$ cat config.mk
export PLATFORM = sky130hd
export DESIGN_NAME = tcb_ctrl
export DESIGN_NICKNAME = d
export VERILOG_FILES = /design/src/rtl/tcb_pkg.sv /design/src/rtl/tcb_ctrl.sv
export SDC_FILE = /design/constraint.sdc
export NUM_CORES = 1
export LEC_CHECK = 0
export BUFFER_PORTS_ARGS = -buffer_cell sky130_fd_sc_hd__buf_4
export CELL_PAD_IN_SITES_DETAIL_PLACEMENT = 1
export CELL_PAD_IN_SITES_GLOBAL_PLACEMENT = 2
export CORE_AREA = 10 10 47 49
export CTS_BUF_LIST = sky130_fd_sc_hd__clkbuf_4 sky130_fd_sc_hd__clkbuf_8
export CTS_CLUSTER_SIZE = 8
export DETAILED_ROUTE_END_ITERATION = 8
export DIE_AREA = 0 0 57 59
export PLACE_DENSITY = 0.54
export SLEW_MARGIN = 20
export SYNTH_ARGS = -nofsm -noshare
export SYNTH_HDL_FRONTEND = slang
export SYNTH_SLANG_ARGS = --single-unit
$ cat constraint.sdc
create_clock -name clk -period 0.95 [get_ports clk]
set_input_delay 0.1425 -clock clk [delete_from_list [all_inputs] [get_ports clk]]
set_output_delay 0.1425 -clock clk [all_outputs]
set_load 0.005 [all_outputs]
$ cat src/rtl/tcb_pkg.sv
`timescale 1ns / 1ps
package tcb_pkg;

  localparam int GRID_WIDTH  = 128;
  localparam int GRID_HEIGHT = 64;
  localparam int CELL_COUNT  = GRID_WIDTH * GRID_HEIGHT;
  localparam int CELL_ADDR_W = (CELL_COUNT > 1) ? $clog2(CELL_COUNT) : 1;
  localparam int COL_W       = (GRID_WIDTH > 1) ? $clog2(GRID_WIDTH) : 1;
  localparam int ROW_W       = (GRID_HEIGHT > 1) ? $clog2(GRID_HEIGHT) : 1;

  localparam logic [15:0] SPACE_CODE = 16'h0020;
  localparam logic [7:0]  ROW_MAX    = 8'hFF;

  localparam logic [2:0] CMD_SET_CELL = 3'd0;
  localparam logic [2:0] CMD_SET_CHAR = 3'd1;
  localparam logic [2:0] CMD_SET_ATTR = 3'd2;
  localparam logic [2:0] CMD_READ     = 3'd3;
  localparam logic [2:0] CMD_CLEAR    = 3'd4;
  localparam logic [2:0] CMD_SPRITE   = 3'd5;

  typedef struct packed {
    logic [2:0]         command;
    logic signed [15:0] pos_x;
    logic signed [15:0] pos_y;
    logic [15:0]        char_code;
    logic [15:0]        attr_value;
    logic [7:0]         sprite_width;
    logic               first_cell;
    logic               hurt;
  } item_t;

  typedef struct packed {
    logic [15:0] read_char;
    logic [15:0] read_attr;
    logic        was_inside;
  } result_t;

  typedef enum logic [1:0] {
    ST_CLEAR,
    ST_IDLE,
    ST_READ
  } state_t;

  typedef struct packed {
    logic item_en;
    logic sweep_load;
    logic sweep_en;
  } ctrl_t;

  typedef struct packed {
    logic sweep_last;
  } status_t;

  function automatic logic [CELL_ADDR_W-1:0] cell_addr(input logic [ROW_W-1:0] row,
                                                       input logic [COL_W-1:0] col);
    cell_addr = CELL_ADDR_W'(row) * CELL_ADDR_W'(GRID_WIDTH) + CELL_ADDR_W'(col);
  endfunction

endpackage

$ cat src/rtl/tcb_ctrl.sv
`timescale 1ns / 1ps
module tcb_ctrl (
  input  logic              clk,
  input  logic              rst,
  input  logic              start,
  input  logic [2:0]        command,
  input  tcb_pkg::status_t  status,
  output tcb_pkg::ctrl_t    ctrl,
  output logic              busy,
  output logic              done
);
  import tcb_pkg::*;

  state_t state;
  state_t state_next;

  always_ff @(posedge clk) begin
    if (rst) begin
      state <= ST_CLEAR;
    end else begin
      state <= state_next;
    end
  end

  always_comb begin
    state_next = state;
    unique case (state)
      ST_CLEAR: begin
        if (status.sweep_last) state_next = ST_IDLE;
      end
      ST_IDLE: begin
        if (start) begin
          if (command == CMD_CLEAR) begin
            state_next = ST_CLEAR;
          end else if (command == CMD_READ) begin
            state_next = ST_READ;
          end
        end
      end
      ST_READ: begin
        state_next = ST_IDLE;
      end
      default: state_next = ST_IDLE;
    endcase
  end

  always_comb begin
    ctrl.item_en    = start && (state == ST_IDLE);
    ctrl.sweep_load = ctrl.item_en && (command == CMD_CLEAR);
    ctrl.sweep_en   = (state == ST_CLEAR);
    busy            = (state != ST_IDLE);
    done            = (state == ST_READ);
  end

endmodule

==> reports/metrics.cfg <==
[outcome]
status=complete, but fails checks
violations=setup timing

[detailed_routing]
remaining_drc_errors=0
post_drt_wl_per_cell_um=12.80
drt_iter0_drc=0
vias=193
drt-total-wl_um=640
viasPerCell=3.860
ant_nets=0
drtPass1Iterations=1

[die]
pin_count=12
die_area_mm2=0.003363
core_area_mm2=0.001401
die_w_um=57
rows=14
initial_core_util=0.08393
die_h_um=59

[logic_synthesis]
ys_seq_area_frac=0.3404
syn-instance-count=15
syn_area_per_cell_um2=7.841
synth_top_area_frac=0.3404
yosysUniqueCellTypes=10
synth_warnings=0
synthTopCellsByArea=dfxtp_1, nand3b_1, nand4bb_1, nor2_1, nor3_1
synth-seq-cells=2
synthesis.area_um2=117.6
synthesis.nets=22
yosys.area.top_type=dfxtp_1

[layout]
final_util=0.2339
drive_gt1_frac=0.7353
largest_registers=state x2
fin_nets=43
largest_register=state
final_cell_mix=buf_4, clkbuf_4, nand3b_1, nor2_1, buf_6
n_antenna_cell=0
final_design_area_no_fill_um2=327.8
largest_reg_flops=2
multi_input_area_um2=112.6
fillers=173
seq_area_um2=41.29
final_common_cell=buf_4
syn_to_final_growth_pct=178.7

[worst_hold_path]
hp-class=input port to flip-flop

[cts]
cts_tree=built
root_buffer=clkbuf_4
cts_sinks=2
numCtsBuffers=3
insertion_delay_ns=0.22
cts_max_path_buffers=2
htree_levels=1
worst_setup_hold_path_clk_slew_ns=0.03
cts_hold_buf=0

[sta]
post-route-period-util=1.179
clock_skew_ns=0.001052
finalWorstSetupSlack_ns=-0.1703
rsz0062_at_grt=true
fin_setup_tns_ns=-0.5410
setup_viol=6
max_freq_ghz=0.8926
hold_viol=0
fin_hold_ws_ns=0.09340
slew_headroom=0.8345
fin_crit_ns=1.120
tightest_slew_ns=0.2463
slew_violations=0

[power_and_ir_drop]
power_density_mw_per_mm2=1143
p_leak_nw=0.1458
vdd_drop_max_mv=0.2524
p_total_w=0.0003748

[grt]
antenna_found_initial=0
overflow=0
use_met2=0.05891
use_met1=0.02966
grt_pass1_vias=237
grt_util_all_layers=0.04190
busiest_layer=met2
grt_max_degree=5
grt_pass1_wl_um=1007
use_met3=0.04077

[worst_setup_path]
cp-start-kind=flip-flop
reg2reg_slack_ns=-0.02
crit_chain=nand3b_1 > nor2_1 > buf_4
worstSetupPathType=flip-flop to output pin
end_kind=output pin
cp.arrival_ns=0.98
slowest_stage=dfxtp_1
slowest_delay_ns=0.29
critPathRequiredTime_ns=0.81
crit_fanout=3

[place]
place.gp.congestion=0.6368
place_area_um2=250.2
port_buffers=11

[flow_run]
cap_violations=0

==> critical path: cells and delay by family, from the launching register on <==
| family | cells | cell delay, ns |
|---|---|---|
| flip-flops | 1 | 0.29 |
| AND/OR/NAND/NOR | 2 | 0.34 |
| buffers and inverters | 1 | 0.13 |
==> stage by stage <==
stage	setup slack, ns	instances
2_1_floorplan	0.1361	15
5_1_grt	-0.2525	50
4_1_cts	-0.1997	50
6_report	-0.1703	50
3_3_place_gp	-0.04440	46
3_5_place_dp	-0.08752	46
==> repair_timing <==
item / CTS / global route
endpoints found under the setup margin: 5 / 6
pin swaps: 2 / 2
setup buffers: 1 / 1
resized for setup: 4 / 6
==> synth_stat cells <==
cell       number
or3b_1          1
nand3b_1        2
dfxtp_1         2
nor2b_1         1
inv_1           1
nand2b_1        1
nor2_1          3
nand4bb_1       1
a21oi_1         1
nor3_1          2
==> layer usage <==
layer / wire length, µm / vias up
met1: 224 / 89
met2: 290 / 12
met3: 117 / 2
li1: - / 90
met5: 0 / -
met4: 8 / 0
==> cell families after synthesis <==
family | Yosys count | synth area share
AO/OA/AOI/OAI | 1 | 0.04251
buffers and inverters | 1 | 0.03188
flip-flops | 2 | 0.3404
AND/OR/NAND/NOR | 11 | 0.5851
==> power breakdown <==
group	switching, W	internal [W]	leakage (nW)
combinational	0.0000376	0.0000594	0.115
sequential	0.00000219	0.0000891	0.0166
clock	0.0000473	0.000139	0.0138
total	0.0000870	0.000288	0.146
==> cell type report <==
type / count / area share
clock buffers: 3 / 0.06870
inverters: 1 / 0.01145
multi-input cells: 12 / 0.3435
flip-flops and latches: 2 / 0.1260
well taps: 16 / 0.06107
repair buffers: 16 / 0.3893
==> worst paths after layout <==
kind | from | to | cells after the start
worst max register to register | state[1]$_SDFFE_PP0P_ | state[0]$_SDFFE_PP0P_ | 4
worst min-delay path | rst | state[0]$_SDFFE_PP0P_ | 2
worst min register to register | state[1]$_SDFFE_PP0P_ | state[0]$_SDFFE_PP0P_ | 3
worst max-delay path | state[1]$_SDFFE_PP0P_ | ctrl[1] | 3
No activity file was read; power rests on OpenSTA's default activity.
